### config.mk
export PLATFORM = sky130hd
export DESIGN_NAME = top_n_peak_table_with_period_dedup_unit
export DESIGN_NICKNAME = d
export VERILOG_FILES = /design/src/rtl/tnpt_pkg.sv /design/src/rtl/tnpt_ram.sv /design/src/rtl/tnpt_div.sv /design/src/rtl/top_n_peak_table_with_period_dedup_unit.sv
export SDC_FILE = /design/constraint.sdc
export NUM_CORES = 1
export LEC_CHECK = 0
export BUFFER_PORTS_ARGS = -buffer_cell sky130_fd_sc_hd__buf_4
export CAP_MARGIN = 20
export CORE_ASPECT_RATIO = 1.5
export CORE_MARGIN = 2
export CORE_UTILIZATION = 35
export CTS_CLUSTER_DIAMETER = 100
export CTS_CLUSTER_SIZE = 30
export DETAILED_ROUTE_END_ITERATION = 16
export GPL_TIMING_DRIVEN = 0
export SYNTH_ARGS = -nofsm -noshare
export SYNTH_HDL_FRONTEND = slang
export SYNTH_HIERARCHICAL = 1
export SYNTH_SLANG_ARGS = --single-unit
### constraint.sdc
create_clock -name clk_i -period 28.6 [get_ports clk_i]
set_clock_uncertainty 0.15 [all_clocks]
set_input_delay 7.15 -clock clk_i [delete_from_list [all_inputs] [get_ports clk_i]]
set_output_delay 7.15 -clock clk_i [all_outputs]
set_load 0.02 [all_outputs]
### src/rtl/tnpt_pkg.sv
// ----------------------------------------------------------------------------
// tnpt_pkg
// Shared types and constants of the top-N peak table with period folding.
// ----------------------------------------------------------------------------
package tnpt_pkg;

  // Field widths of one request beat and one result beat.
  localparam int unsigned TimeW   = 24;
  localparam int unsigned PowerW  = 32;
  localparam int unsigned IndexW  = 8;
  localparam int unsigned ReqW    = 2;
  localparam int unsigned CountW  = 9;
  localparam int unsigned PeriodW = 16;
  localparam int unsigned WindowW = 16;
  localparam int unsigned EntryW  = TimeW + PowerW;

  // Table depth default.
  localparam int unsigned DefaultMaxPeaks = 8;

  // Configuration register indexes and reset values.
  localparam int unsigned CfgIdxW = 1;
  localparam logic [CfgIdxW-1:0] CFG_PERIOD_LEN = 1'd0;
  localparam logic [CfgIdxW-1:0] CFG_DUP_WINDOW = 1'd1;
  localparam logic [PeriodW-1:0] PeriodReset    = 16'd7488;
  localparam logic [WindowW-1:0] WindowReset    = 16'd58;

  // Request codes; the unused code behaves as a read.
  localparam logic [ReqW-1:0] REQ_OFFER = 2'd0;
  localparam logic [ReqW-1:0] REQ_READ  = 2'd1;
  localparam logic [ReqW-1:0] REQ_CLEAR = 2'd2;

  // Sequencer states.
  typedef enum logic [3:0] {
    ST_IDLE,
    ST_NEW_DIV,
    ST_SCAN_RD,
    ST_SCAN_LD,
    ST_SCAN_DIV,
    ST_SCAN_CMP,
    ST_DECIDE,
    ST_SHIFT_RD,
    ST_SHIFT_WR,
    ST_INSERT,
    ST_OUT_RD,
    ST_OUT_LD
  } state_e;

  // Control handed to the shared folding unit.
  typedef struct packed {
    logic               start;
    logic [TimeW-1:0]   dividend;
    logic [PeriodW-1:0] divisor;
  } div_req_t;

endpackage

### src/rtl/tnpt_ram.sv
// ----------------------------------------------------------------------------
// tnpt_ram
// Generic single write port, single read port RAM with registered read data.
// ----------------------------------------------------------------------------
module tnpt_ram #(
  parameter int unsigned Width = 8,
  parameter int unsigned Depth = 8,
  localparam int unsigned AddrW = (Depth > 1) ? $clog2(Depth) : 1
) (
  input  logic             clk_i,
  input  logic             we_i,
  input  logic [AddrW-1:0] waddr_i,
  input  logic [Width-1:0] wdata_i,
  input  logic [AddrW-1:0] raddr_i,
  output logic [Width-1:0] rdata_o
);

  logic [Width-1:0] mem_q [Depth];

  // Write port and registered read port.
  always_ff @(posedge clk_i) begin
    if (we_i) begin
      mem_q[waddr_i] <= wdata_i;
    end
    rdata_o <= mem_q[raddr_i];
  end

endmodule

### src/rtl/tnpt_div.sv
// ----------------------------------------------------------------------------
// tnpt_div
// Shared folding unit: residue of a time modulo the period, one bit a cycle.
// ----------------------------------------------------------------------------
module tnpt_div (
  input  logic                    clk_i,
  input  logic                    rst_ni,
  input  tnpt_pkg::div_req_t      req_i,
  output logic                    busy_o,
  output logic [tnpt_pkg::TimeW-1:0] residue_o
);

  localparam int unsigned StepW = $clog2(tnpt_pkg::TimeW);

  logic                           busy_q, busy_d;
  logic [StepW-1:0]               step_q, step_d;
  logic                           bypass_q, bypass_d;
  logic [tnpt_pkg::TimeW-1:0]     dvd_q, dvd_d;
  logic [tnpt_pkg::PeriodW-1:0]   dvs_q, dvs_d;
  logic [tnpt_pkg::PeriodW-1:0]   rem_q, rem_d;
  logic [tnpt_pkg::PeriodW:0]     rem_sh;
  logic [tnpt_pkg::PeriodW:0]     rem_sub;

  // One restoring step: shift in the next dividend bit, subtract if it fits.
  assign rem_sh  = {rem_q, dvd_q[tnpt_pkg::TimeW-1]};
  assign rem_sub = rem_sh - {1'b0, dvs_q};

  always_comb begin
    busy_d   = busy_q;
    step_d   = step_q;
    bypass_d = bypass_q;
    dvd_d    = dvd_q;
    dvs_d    = dvs_q;
    rem_d    = rem_q;
    if (req_i.start) begin
      // A zero period leaves the time unreduced.
      dvd_d    = req_i.dividend;
      dvs_d    = req_i.divisor;
      rem_d    = '0;
      step_d   = '0;
      bypass_d = (req_i.divisor == '0);
      busy_d   = (req_i.divisor != '0);
    end else if (busy_q) begin
      dvd_d = {dvd_q[tnpt_pkg::TimeW-2:0], 1'b0};
      if (rem_sh >= {1'b0, dvs_q}) begin
        rem_d = rem_sub[tnpt_pkg::PeriodW-1:0];
      end else begin
        rem_d = rem_sh[tnpt_pkg::PeriodW-1:0];
      end
      if (step_q == StepW'(tnpt_pkg::TimeW - 1)) begin
        busy_d = 1'b0;
      end else begin
        step_d = step_q + StepW'(1);
      end
    end
  end

  // Control registers.
  always_ff @(posedge clk_i or negedge rst_ni) begin
    if (!rst_ni) begin
      busy_q   <= 1'b0;
      step_q   <= '0;
      bypass_q <= 1'b0;
    end else begin
      busy_q   <= busy_d;
      step_q   <= step_d;
      bypass_q <= bypass_d;
    end
  end

  // Datapath registers.
  always_ff @(posedge clk_i) begin
    dvd_q <= dvd_d;
    dvs_q <= dvs_d;
    rem_q <= rem_d;
  end

  assign busy_o    = busy_q;
  assign residue_o = bypass_q ? dvd_q : tnpt_pkg::TimeW'(rem_q);

endmodule

### src/rtl/top_n_peak_table_with_period_dedup_unit.sv
// ----------------------------------------------------------------------------
// top_n_peak_table_with_period_dedup_unit
// Top-N peak table sorted by power, with period-folded duplicate removal.
// ----------------------------------------------------------------------------
// Each request beat gives exactly one result beat. A read or clear passes
// through a RAM read state and a load state; its result is registered once
// the result register is free or being emptied. An offer folds its time and
// then every held entry through one shared bit-serial modulo unit: it folds
// the new time, reads and folds each held entry and compacts the kept ones,
// closes the scan and decides, then, if the peak goes in, moves the entries
// below its place down one by one and writes the new peak, and last reads
// back the requested entry. With a zero period the fold is bypassed and the
// time is used unreduced. The table is kept in one RAM that is read and
// written one entry a cycle; it needs no clearing pass after reset. A result
// waits in an output register, so the next request is taken while the
// previous result is still unread.
// ----------------------------------------------------------------------------
module top_n_peak_table_with_period_dedup_unit #(
  parameter int unsigned MaxPeaks = tnpt_pkg::DefaultMaxPeaks
) (
  input  logic                            clk_i,
  input  logic                            rst_ni,
  // Configuration write channel.
  input  logic                            cfg_valid_i,
  output logic                            cfg_ready_o,
  input  logic [tnpt_pkg::CfgIdxW-1:0]    cfg_index_i,
  input  logic [tnpt_pkg::PeriodW-1:0]    cfg_data_i,
  // Request channel.
  input  logic                            in_valid_i,
  output logic                            in_ready_o,
  input  logic [tnpt_pkg::ReqW-1:0]       req_type_i,
  input  logic [tnpt_pkg::TimeW-1:0]      peak_time_i,
  input  logic [tnpt_pkg::PowerW-1:0]     peak_power_i,
  input  logic [tnpt_pkg::IndexW-1:0]     read_index_i,
  // Result channel.
  output logic                            out_valid_o,
  input  logic                            out_ready_i,
  output logic [tnpt_pkg::TimeW-1:0]      entry_time_o,
  output logic [tnpt_pkg::PowerW-1:0]     entry_power_o,
  output logic                            entry_valid_o,
  output logic [tnpt_pkg::CountW-1:0]     entry_count_o,
  output logic                            peak_inserted_o,
  output logic [tnpt_pkg::CountW-1:0]     peaks_removed_o
);

  localparam int unsigned IdxW = (MaxPeaks > 1) ? $clog2(MaxPeaks) : 1;
  localparam int unsigned CntW = $clog2(MaxPeaks + 1);
  localparam logic [CntW-1:0] CntMax  = CntW'(MaxPeaks);
  localparam logic [CntW-1:0] CntLast = CntW'(MaxPeaks - 1);

  tnpt_pkg::state_e state_q, state_d;

  // Configuration.
  logic [tnpt_pkg::PeriodW-1:0] period_q;
  logic [tnpt_pkg::WindowW-1:0] window_q;

  // Latched request.
  logic [tnpt_pkg::ReqW-1:0]   req_q;
  logic [tnpt_pkg::TimeW-1:0]  t_q;
  logic [tnpt_pkg::PowerW-1:0] p_q;
  logic [tnpt_pkg::IndexW-1:0] idx_q;

  // Scan and insertion state.
  logic [tnpt_pkg::TimeW-1:0]  rn_q, rn_d;
  logic [tnpt_pkg::TimeW-1:0]  cur_t_q, cur_t_d;
  logic [tnpt_pkg::PowerW-1:0] cur_p_q, cur_p_d;
  logic [CntW-1:0] i_q, i_d, kept_q, kept_d, gone_q, gone_d;
  logic [CntW-1:0] pos_q, pos_d, j_q, j_d, count_q, count_d;
  logic [CntW-1:0] j_prev, pos_eff;
  logic            found_q, found_d, stronger_q, stronger_d, ins_q, ins_d;

  // Result register.
  logic                        out_valid_q, out_valid_d, out_load;
  logic [tnpt_pkg::TimeW-1:0]  ot_q;
  logic [tnpt_pkg::PowerW-1:0] op_q;
  logic                        ov_q, oi_q;
  logic [tnpt_pkg::CountW-1:0] oc_q, or_q;

  // Table RAM.
  logic                           ram_we;
  logic [IdxW-1:0]                ram_waddr, ram_raddr;
  logic [tnpt_pkg::EntryW-1:0]    ram_wdata, ram_rdata;
  logic [tnpt_pkg::TimeW-1:0]     rd_time;
  logic [tnpt_pkg::PowerW-1:0]    rd_power;

  // Folding unit.
  tnpt_pkg::div_req_t             div_req;
  logic                           div_busy;
  logic [tnpt_pkg::TimeW-1:0]     div_res;

  // Compare terms.
  logic [tnpt_pkg::TimeW-1:0]     res_gap;
  logic                           is_dup, cur_stronger, new_stronger, rd_valid;
  logic                           in_fire;

  tnpt_ram #(
    .Width (tnpt_pkg::EntryW),
    .Depth (MaxPeaks)
  ) u_table (
    .clk_i   (clk_i),
    .we_i    (ram_we),
    .waddr_i (ram_waddr),
    .wdata_i (ram_wdata),
    .raddr_i (ram_raddr),
    .rdata_o (ram_rdata)
  );

  tnpt_div u_fold (
    .clk_i     (clk_i),
    .rst_ni    (rst_ni),
    .req_i     (div_req),
    .busy_o    (div_busy),
    .residue_o (div_res)
  );

  assign rd_time  = ram_rdata[tnpt_pkg::EntryW-1 -: tnpt_pkg::TimeW];
  assign rd_power = ram_rdata[tnpt_pkg::PowerW-1:0];

  // Residue distance, duplicate test and power compares.
  assign res_gap      = (div_res >= rn_q) ? (div_res - rn_q) : (rn_q - div_res);
  assign is_dup       = (res_gap <= tnpt_pkg::TimeW'(window_q));
  assign cur_stronger = (cur_p_q > p_q);
  assign new_stronger = (p_q > cur_p_q);
  assign rd_valid     = ({1'b0, idx_q} < tnpt_pkg::CountW'(count_q));
  assign j_prev       = j_q - CntW'(1);
  assign pos_eff      = found_q ? pos_q : kept_q;
  assign in_fire      = in_valid_i & in_ready_o;

  // Sequencer: next state, counters and RAM and fold control.
  always_comb begin
    state_d      = state_q;
    rn_d         = rn_q;
    cur_t_d      = cur_t_q;
    cur_p_d      = cur_p_q;
    i_d          = i_q;
    kept_d       = kept_q;
    gone_d       = gone_q;
    pos_d        = pos_q;
    j_d          = j_q;
    count_d      = count_q;
    found_d      = found_q;
    stronger_d   = stronger_q;
    ins_d        = ins_q;
    out_load     = 1'b0;
    in_ready_o   = 1'b0;
    ram_we       = 1'b0;
    ram_waddr    = '0;
    ram_wdata    = '0;
    ram_raddr    = idx_q[IdxW-1:0];
    div_req.start    = 1'b0;
    div_req.dividend = peak_time_i;
    div_req.divisor  = period_q;

    unique case (state_q)
      tnpt_pkg::ST_IDLE: begin
        in_ready_o = 1'b1;
        if (in_valid_i) begin
          ins_d  = 1'b0;
          gone_d = '0;
          if (req_type_i == tnpt_pkg::REQ_OFFER) begin
            div_req.start = 1'b1;
            i_d        = '0;
            kept_d     = '0;
            found_d    = 1'b0;
            stronger_d = 1'b0;
            state_d    = tnpt_pkg::ST_NEW_DIV;
          end else begin
            if (req_type_i == tnpt_pkg::REQ_CLEAR) begin
              count_d = '0;
            end
            state_d = tnpt_pkg::ST_OUT_RD;
          end
        end
      end

      tnpt_pkg::ST_NEW_DIV: begin
        if (!div_busy) begin
          rn_d    = div_res;
          state_d = tnpt_pkg::ST_SCAN_RD;
        end
      end

      tnpt_pkg::ST_SCAN_RD: begin
        if (i_q == count_q) begin
          state_d = tnpt_pkg::ST_DECIDE;
        end else begin
          ram_raddr = i_q[IdxW-1:0];
          state_d   = tnpt_pkg::ST_SCAN_LD;
        end
      end

      tnpt_pkg::ST_SCAN_LD: begin
        cur_t_d          = rd_time;
        cur_p_d          = rd_power;
        div_req.start    = 1'b1;
        div_req.dividend = rd_time;
        state_d          = tnpt_pkg::ST_SCAN_DIV;
      end

      tnpt_pkg::ST_SCAN_DIV: begin
        if (!div_busy) begin
          state_d = tnpt_pkg::ST_SCAN_CMP;
        end
      end

      tnpt_pkg::ST_SCAN_CMP: begin
        // A duplicate that is not stronger is dropped; all else compacts down.
        if (is_dup && !cur_stronger) begin
          gone_d = gone_q + CntW'(1);
        end else begin
          if (is_dup) begin
            stronger_d = 1'b1;
          end
          ram_we    = 1'b1;
          ram_waddr = kept_q[IdxW-1:0];
          ram_wdata = {cur_t_q, cur_p_q};
          if (!found_q && new_stronger) begin
            found_d = 1'b1;
            pos_d   = kept_q;
          end
          kept_d = kept_q + CntW'(1);
        end
        i_d     = i_q + CntW'(1);
        state_d = tnpt_pkg::ST_SCAN_RD;
      end

      tnpt_pkg::ST_DECIDE: begin
        count_d = kept_q;
        pos_d   = pos_eff;
        if ((stronger_q && (gone_q == '0)) || (pos_eff == CntMax)) begin
          state_d = tnpt_pkg::ST_OUT_RD;
        end else begin
          j_d     = (kept_q == CntMax) ? CntLast : kept_q;
          state_d = tnpt_pkg::ST_SHIFT_RD;
        end
      end

      tnpt_pkg::ST_SHIFT_RD: begin
        if (j_q == pos_q) begin
          state_d = tnpt_pkg::ST_INSERT;
        end else begin
          ram_raddr = j_prev[IdxW-1:0];
          state_d   = tnpt_pkg::ST_SHIFT_WR;
        end
      end

      tnpt_pkg::ST_SHIFT_WR: begin
        ram_we    = 1'b1;
        ram_waddr = j_q[IdxW-1:0];
        ram_wdata = ram_rdata;
        j_d       = j_prev;
        state_d   = tnpt_pkg::ST_SHIFT_RD;
      end

      tnpt_pkg::ST_INSERT: begin
        ram_we    = 1'b1;
        ram_waddr = pos_q[IdxW-1:0];
        ram_wdata = {t_q, p_q};
        if (count_q != CntMax) begin
          count_d = count_q + CntW'(1);
        end
        ins_d   = 1'b1;
        state_d = tnpt_pkg::ST_OUT_RD;
      end

      tnpt_pkg::ST_OUT_RD: begin
        state_d = tnpt_pkg::ST_OUT_LD;
      end

      tnpt_pkg::ST_OUT_LD: begin
        // Hand over once the result register is free or being emptied.
        if (!out_valid_q || out_ready_i) begin
          out_load = 1'b1;
          state_d  = tnpt_pkg::ST_IDLE;
        end
      end

      default: begin
        state_d = tnpt_pkg::ST_IDLE;
      end
    endcase
  end

  // Result register valid flag.
  always_comb begin
    if (out_load) begin
      out_valid_d = 1'b1;
    end else if (out_ready_i) begin
      out_valid_d = 1'b0;
    end else begin
      out_valid_d = out_valid_q;
    end
  end

  // Control state and configuration registers.
  always_ff @(posedge clk_i or negedge rst_ni) begin
    if (!rst_ni) begin
      state_q     <= tnpt_pkg::ST_IDLE;
      period_q    <= tnpt_pkg::PeriodReset;
      window_q    <= tnpt_pkg::WindowReset;
      i_q         <= '0;
      kept_q      <= '0;
      gone_q      <= '0;
      pos_q       <= '0;
      j_q         <= '0;
      count_q     <= '0;
      found_q     <= 1'b0;
      stronger_q  <= 1'b0;
      ins_q       <= 1'b0;
      out_valid_q <= 1'b0;
    end else begin
      state_q     <= state_d;
      i_q         <= i_d;
      kept_q      <= kept_d;
      gone_q      <= gone_d;
      pos_q       <= pos_d;
      j_q         <= j_d;
      count_q     <= count_d;
      found_q     <= found_d;
      stronger_q  <= stronger_d;
      ins_q       <= ins_d;
      out_valid_q <= out_valid_d;
      if (cfg_valid_i) begin
        unique case (cfg_index_i)
          tnpt_pkg::CFG_PERIOD_LEN: period_q <= cfg_data_i;
          tnpt_pkg::CFG_DUP_WINDOW: window_q <= cfg_data_i;
          default: ;
        endcase
      end
    end
  end

  // Payload registers: request beat, scan entry and result beat.
  always_ff @(posedge clk_i) begin
    rn_q    <= rn_d;
    cur_t_q <= cur_t_d;
    cur_p_q <= cur_p_d;
    if (in_fire) begin
      req_q <= req_type_i;
      t_q   <= peak_time_i;
      p_q   <= peak_power_i;
      idx_q <= read_index_i;
    end
    if (out_load) begin
      ot_q <= rd_valid ? rd_time : '0;
      op_q <= rd_valid ? rd_power : '0;
      ov_q <= rd_valid;
      oc_q <= tnpt_pkg::CountW'(count_q);
      oi_q <= ins_q && (req_q == tnpt_pkg::REQ_OFFER);
      or_q <= tnpt_pkg::CountW'(gone_q);
    end
  end

  assign cfg_ready_o     = 1'b1;
  assign out_valid_o     = out_valid_q;
  assign entry_time_o    = ot_q;
  assign entry_power_o   = op_q;
  assign entry_valid_o   = ov_q;
  assign entry_count_o   = oc_q;
  assign peak_inserted_o = oi_q;
  assign peaks_removed_o = or_q;

endmodule

# Word level (Yosys, flattened, before mapping)
# Memories as Yosys holds them, arrays and structs flattened. A register that Yosys moved wholly into a read port is not among the register bits.
# Index checks and enable logic that the tools add are counted.
dict set report classes {
  addsub 9
  n_mul 0
  div_mod_pow 0
  magnitude_cmp 6
  n_eq_ne 32
  shifts 0
  muxes 70
  bitwise 3
  n_reduce_logical 37
}
# cell n
set op_table {}
lappend op_table {{56-bit one-hot mux with 3 select lines} 1}
lappend op_table {{24-bit two-way mux} 5}
lappend op_table {{4-bit two-way mux} 20}
lappend op_table {{32-bit > comparator} 2}
lappend op_table {{56-bit two-way mux} 1}
lappend op_table {{4-bit one-hot mux with 12 select lines} 1}
lappend op_table {{24-bit subtractor} 2}
lappend op_table {{4-bit one-hot mux with 2 select lines} 5}
lappend op_table {{2-bit inequality test, second input constant} 14}
lappend op_table {{4-bit equality test, second input constant} 6}
lappend op_table {{24-bit >= comparator} 1}
lappend op_table {{24-bit by 16-bit <= comparator with 1-bit output} 1}
lappend op_table {{1-bit two-way mux} 21}
lappend op_table {{17-bit by 16-bit >= comparator with 1-bit output} 1}
lappend op_table {{4-bit by 1-bit adder with 4-bit output, second input constant} 4}
lappend op_table {{4-bit by 3-bit equality test with 1-bit output, second input constant} 4}
lappend op_table {{16-bit logical NOT} 1}
lappend op_table {{16-bit two-way mux} 1}
lappend op_table {{16-bit nonzero test} 1}
lappend op_table {{16-bit subtractor} 1}
lappend op_table {{5-bit two-way mux} 3}
lappend op_table {{5-bit AND reduction} 3}
lappend op_table {{3-bit two-way mux} 4}
lappend op_table {{4-bit one-hot mux with 3 select lines} 1}
lappend op_table {{25 further kinds} 53}
dict set report word_totals {
  reg_bits 339
  latchBits 0
  mem_bits_rw 448
  rom_bits 0
  inputBits 88
  output_inout_bits 79
  mem_count 1
}
# memory words width read_ports rd_ports_with_merged_regs write_ports line
set memory_table {}
lappend memory_table {u_table.mem_q 8 56 1 1 1 tnpt_ram.sv:18} ;# logic [Width-1:0] mem_q [Depth];

# Depth between registers and ports, before layout
dict set report logic_depth {
  depth_word 9
  ltp_mapped 32
  ltp_nobuf 28
}

# Modules after synthesis
# Netlist, hierarchy kept.
# module n_inst cells_each area_per_inst_um2 seq_area_each_um2
set modules_own_cells {}
lappend modules_own_cells {tnpt_ram 1 716 17974.7 14574.0}
lappend modules_own_cells {top_n_peak_table_with_period_dedup_unit 1 1374 15235.9 7978.9}
lappend modules_own_cells {tnpt_div 1 356 3798.6 1696.6}

# Least setup slack after synthesis
# Ideal clock, no wire load.
dict set report synth_path {
  path_type {input-to-reg}
  start {in in_valid_i}
  end {reg u_fold/dvd_q[16] (netlist name), data pin}
  setup_ns 0.260
  t_arrival_ns 11.041
  t_required_ns 28.190
  path_slack_ns 17.150
  stages 7
  n_path_buf 2
  cell_sequence {nand2_1 -> inv_1 -> nand2_1 -> o21ai_0 -> buf_1 -> buf_1 -> mux2_2}
}
# element line
set synth_lines {}
lappend synth_lines {{start: declaration} top_n_peak_table_with_period_dedup_unit.sv:29} ;# input logic in_valid_i,
lappend synth_lines {{end signal: assignment} tnpt_div.sv:73} ;# dvd_q <= dvd_d;
lappend synth_lines {{end: declaration} tnpt_div.sv:18} ;# logic [tnpt_pkg::TimeW-1:0] dvd_q, dvd_d;

# Worst setup path after layout
dict set report layout_path {
  start {reg u_fold.bypass_q}
  end {mem u_table/mem_q[6][45] (netlist name) (enable)}
}
dict set report layout_via {
  word_cells_on_any_way 13
  classes_between {2 x add/sub; 2 x order compare; 8 x mux; 1 x reduce/logical}
}
# element line
set layout_lines {}
lappend layout_lines {{start: declaration} tnpt_div.sv:17} ;# logic bypass_q, bypass_d;
lappend layout_lines {{start signal: assignment} tnpt_div.sv:67} ;# bypass_q <= bypass_d;
lappend layout_lines {{24-bit two-way mux (*)} tnpt_div.sv:79} ;# assign residue_o = bypass_q ? dvd_q : tnpt_pkg::TimeW'(rem_q);
lappend layout_lines {{net div_res (one bit)} top_n_peak_table_with_period_dedup_unit.sv:89} ;# logic [tnpt_pkg::TimeW-1:0] div_res;
lappend layout_lines {{24-bit subtractor / 24-bit >= comparator (equally long branches)} top_n_peak_table_with_period_dedup_unit.sv:120} ;# assign res_gap = (div_res >= rn_q) ? (div_res - rn_q) : (rn_q - div_res);
lappend layout_lines {{24-bit two-way mux (*)} top_n_peak_table_with_period_dedup_unit.sv:120}
lappend layout_lines {{24-bit by 16-bit <= comparator with 1-bit output (*)} top_n_peak_table_with_period_dedup_unit.sv:121} ;# assign is_dup = (res_gap <= tnpt_pkg::TimeW'(window_q));
lappend layout_lines {{1-bit logical AND (*)} top_n_peak_table_with_period_dedup_unit.sv:208} ;# if (is_dup && !cur_stronger) begin
lappend layout_lines {{3-bit two-way mux (*)} top_n_peak_table_with_period_dedup_unit.sv:208}
lappend layout_lines {{3-bit one-hot mux with 3 select lines (*)} top_n_peak_table_with_period_dedup_unit.sv:154} ;# unique case (state_q)
lappend layout_lines {{net ram_waddr[0]} top_n_peak_table_with_period_dedup_unit.sv:81} ;# logic [IdxW-1:0] ram_waddr, ram_raddr;
lappend layout_lines {{end: declaration} tnpt_ram.sv:18}
# Mark *: on every way through the listed nets, which the timed path passes. The rest lies on a longest branch.

==> reports/metrics.cfg <==
[clocking]
htree_num_levels=2
clk_latency_ns=0.62
clk_path_buf_depth=3
cts_tree=yes
clkSinkCount=843
cts_made_buffers=35
cts_root_buffer=clkbuf_16
path_clk_slew_ns=0.11
cts_setup_buffers=0
hold_buffers=0
cts_resized=0

[flow_run]
maxCapViolCount=0

[min_path]
min_to=cur_p_q[9]
hold_start=u_table/rdata_o[9]
hold_path.class=reg -> reg
min_delay_path_depth=0

[timing]
slew_headroom=0.213
post-route-period-util=0.359
setup_tns_ns=0
worstMarginPinSlew_ns=1.18
setup_viol=0
period_needed_ns=10.26
finalHoldWorstSlack_ns=0.317
max_freq_mhz=97.5
final_max_slew_viol_count=0
finalHoldViolCount=0
rsz0062_at_grt=false

[yosys]
yosys_warnings=6
ys.flop_type=edfxtp_1
ys_async_sr_fraction=0.0842
synth_edf_count=700
ys_seq_area_frac=0.655
ys_seq_elements=843
postSynthCellCount=2446
syn_avg_cell_area_um2=15.1
ys_types=90
synth_area_um2=37000

[detailed_routing]
vias_per_cell=5.17
drt_iter0_drc=1526
dr.pass1.iters=7
drc=0
final_antenna_net_count=0
finalWirelength_mm=93.4
vias=21300
wl_per_cell_um=22.7

[final_layout]
layout_commonest_cell=edfxtp_1
fillers=9906
nNetsFinal=2901
final_cell_mix=700 x edfxtp_1, 171 x buf_4, 167 x inv_1
drive_gt1_frac=0.222
syn2layout_area_growth_pct=12.9

[critical_path]
end_kind=register
r2r-end=u_table/mem_q[6][45]
ff2ff_path_depth=29
cp_max_fo=20
r2r_setup_slack_ns=18.34
cpPeakStageDelay_ns=0.64
start_kind=register
cp_slowest_cell=o31ai_2
cp_common_cell=clkbuf_1
path_buf_inv=5
cpLargestDelayFamily=compound AO/OA/AOI/OAI gates
worstReg2RegStart=u_fold/bypass_q
cp_data_required_time_ns=28.77
crit_type=reg -> reg
crit_arrival_ns=10.43

[floorplanning]
start_util=0.352
core_area_um2=105000
rows=146
design.die.area_um2=108000
die_w_um=270
fp.dieH_um=402
ios=167

[pwr]
power_mw=3.75
power_leakage_nw=14.9
p_per_area_nw_per_um2=89.7
peakVddDrop_mv=0.0425

[global_route]
gr-total-overflow=0
gr-usage-all-layers=0.170
grt_max_degree=72
grt_pass1_wl_mm=138
antenna_found_initial=6
grt_pass1_vias=21700

[place]
hpwl_mm=67.9
portBuffers=155
place_congestion=0.889

[run_status]
status=complete, no violations

[sequential cells by signal, summed over array words and instances (netlist names), 5 cells and up]
name and count:
cur_p_q 32, cur_t_q 24, entry_power_o 32, entry_time_o 24
idx_q 8, p_q 32, period_q 16, rn_q 24
t_q 24, u_fold/dvd_q 24, u_fold/dvs_q 16, u_fold/rem_q 16
u_fold/step_q 5, u_table/mem_q 448, u_table/rdata_o 56, window_q 16
[report_power, final]
part / switching (mW) / internal [mW] / leakage, nW
Clock: 0.382 / 0.252 / 0.522
Combinational: 0.784 / 0.609 / 6.39
Sequential: 0.132 / 1.59 / 7.97
[area by class of cell]
type	count	area, um2	share of cell area
multi-input cells	1321	11600	0.278
repair buffers	195	1800	0.0431
clock buffers	58	1000	0.0240
well taps	1406	1760	0.0421
plain buffers	123	644	0.0154
flip-flops and latches	843	24200	0.580
diodes	4	10.0	0.000240
clock inverters	5	91.3	0.00219
inverters	168	633	0.0151
[per-stage QoR]
step,util,instance area [um2],worst slack [ns],std cells
finish,0.397,41800,18.34,4123
global route,0.397,41800,17.85,4121
CTS,0.397,41800,18.29,4118
detailed placement,0.386,40700,17.64,4055
global placement,0.380,40000,11.18,4016
floorplan,-,37000,17.15,2455
[worst max path at each step]
stage | depth (start not counted) | start | end | slack [ns]
2_1_floorplan | 7 | in_valid_i | u_fold/dvd_q[16] | 17.15
3_3_place_gp | 27 | u_fold/bypass_q | u_table/mem_q[4][1] | 11.18
3_5_place_dp | 9 | in_valid_i | u_fold/dvd_q[20] | 17.64
4_1_cts | 9 | in_valid_i | u_fold/dvd_q[17] | 18.29
5_1_grt | 31 | u_fold/bypass_q | u_table/mem_q[6][53] | 17.85
6_report | 29 | u_fold/bypass_q | u_table/mem_q[6][45] | 18.34
[layer usage]
layer,up-vias,global-route usage,share of wire
li1,9780,-,-
met1,10800,0.204,0.40
met2,580,0.307,0.51
met3,145,0.0243,0.051
met4,6,0.0633,0.038
met5,-,0,0.00044
[cells by family after synthesis]
| group | share of synthesized area |
|---|---|
| flops | 0.655 |
| compound gates | 0.0820 |
| simple gates | 0.0583 |
| buf+inv | 0.0343 |
| mux | 0.116 |
| fa+ha+maj | 0.0432 |
| xor+xnor | 0.0104 |
| other cells | 0.000203 |
[Yosys cell counts, drive strengths merged, types with 26 or more instances]
master	count	area share
and2	72	0.012
edfxtp	700	0.57
dfxtp	72	0.039
mux2	154	0.047
nor2	78	0.0079
mux4	112	0.068
buf	61	0.011
clkbuf	62	0.0063
dfrtp	62	0.042
a21oi	95	0.013
o21ai	138	0.019
nand3	30	0.0042
ha	123	0.042
a22oi	61	0.012
nor3	31	0.0043
inv	168	0.017
a21o	26	0.0053
nand2	92	0.0093
[worst reg2reg max path: cells and delay by family, from the launching register on]
family / cells / cell delay [ns]
AOI/OAI and AO/OA: 10 / 3.30
and+or+nand+nor: 11 / 3.26
buffers and inverters: 5 / 1.94
adders and majority gates: 2 / 0.80
DFF: 1 / 0.34
xor gates and xnor gates: 1 / 0.19
Power figures use the tool's default switching activity.
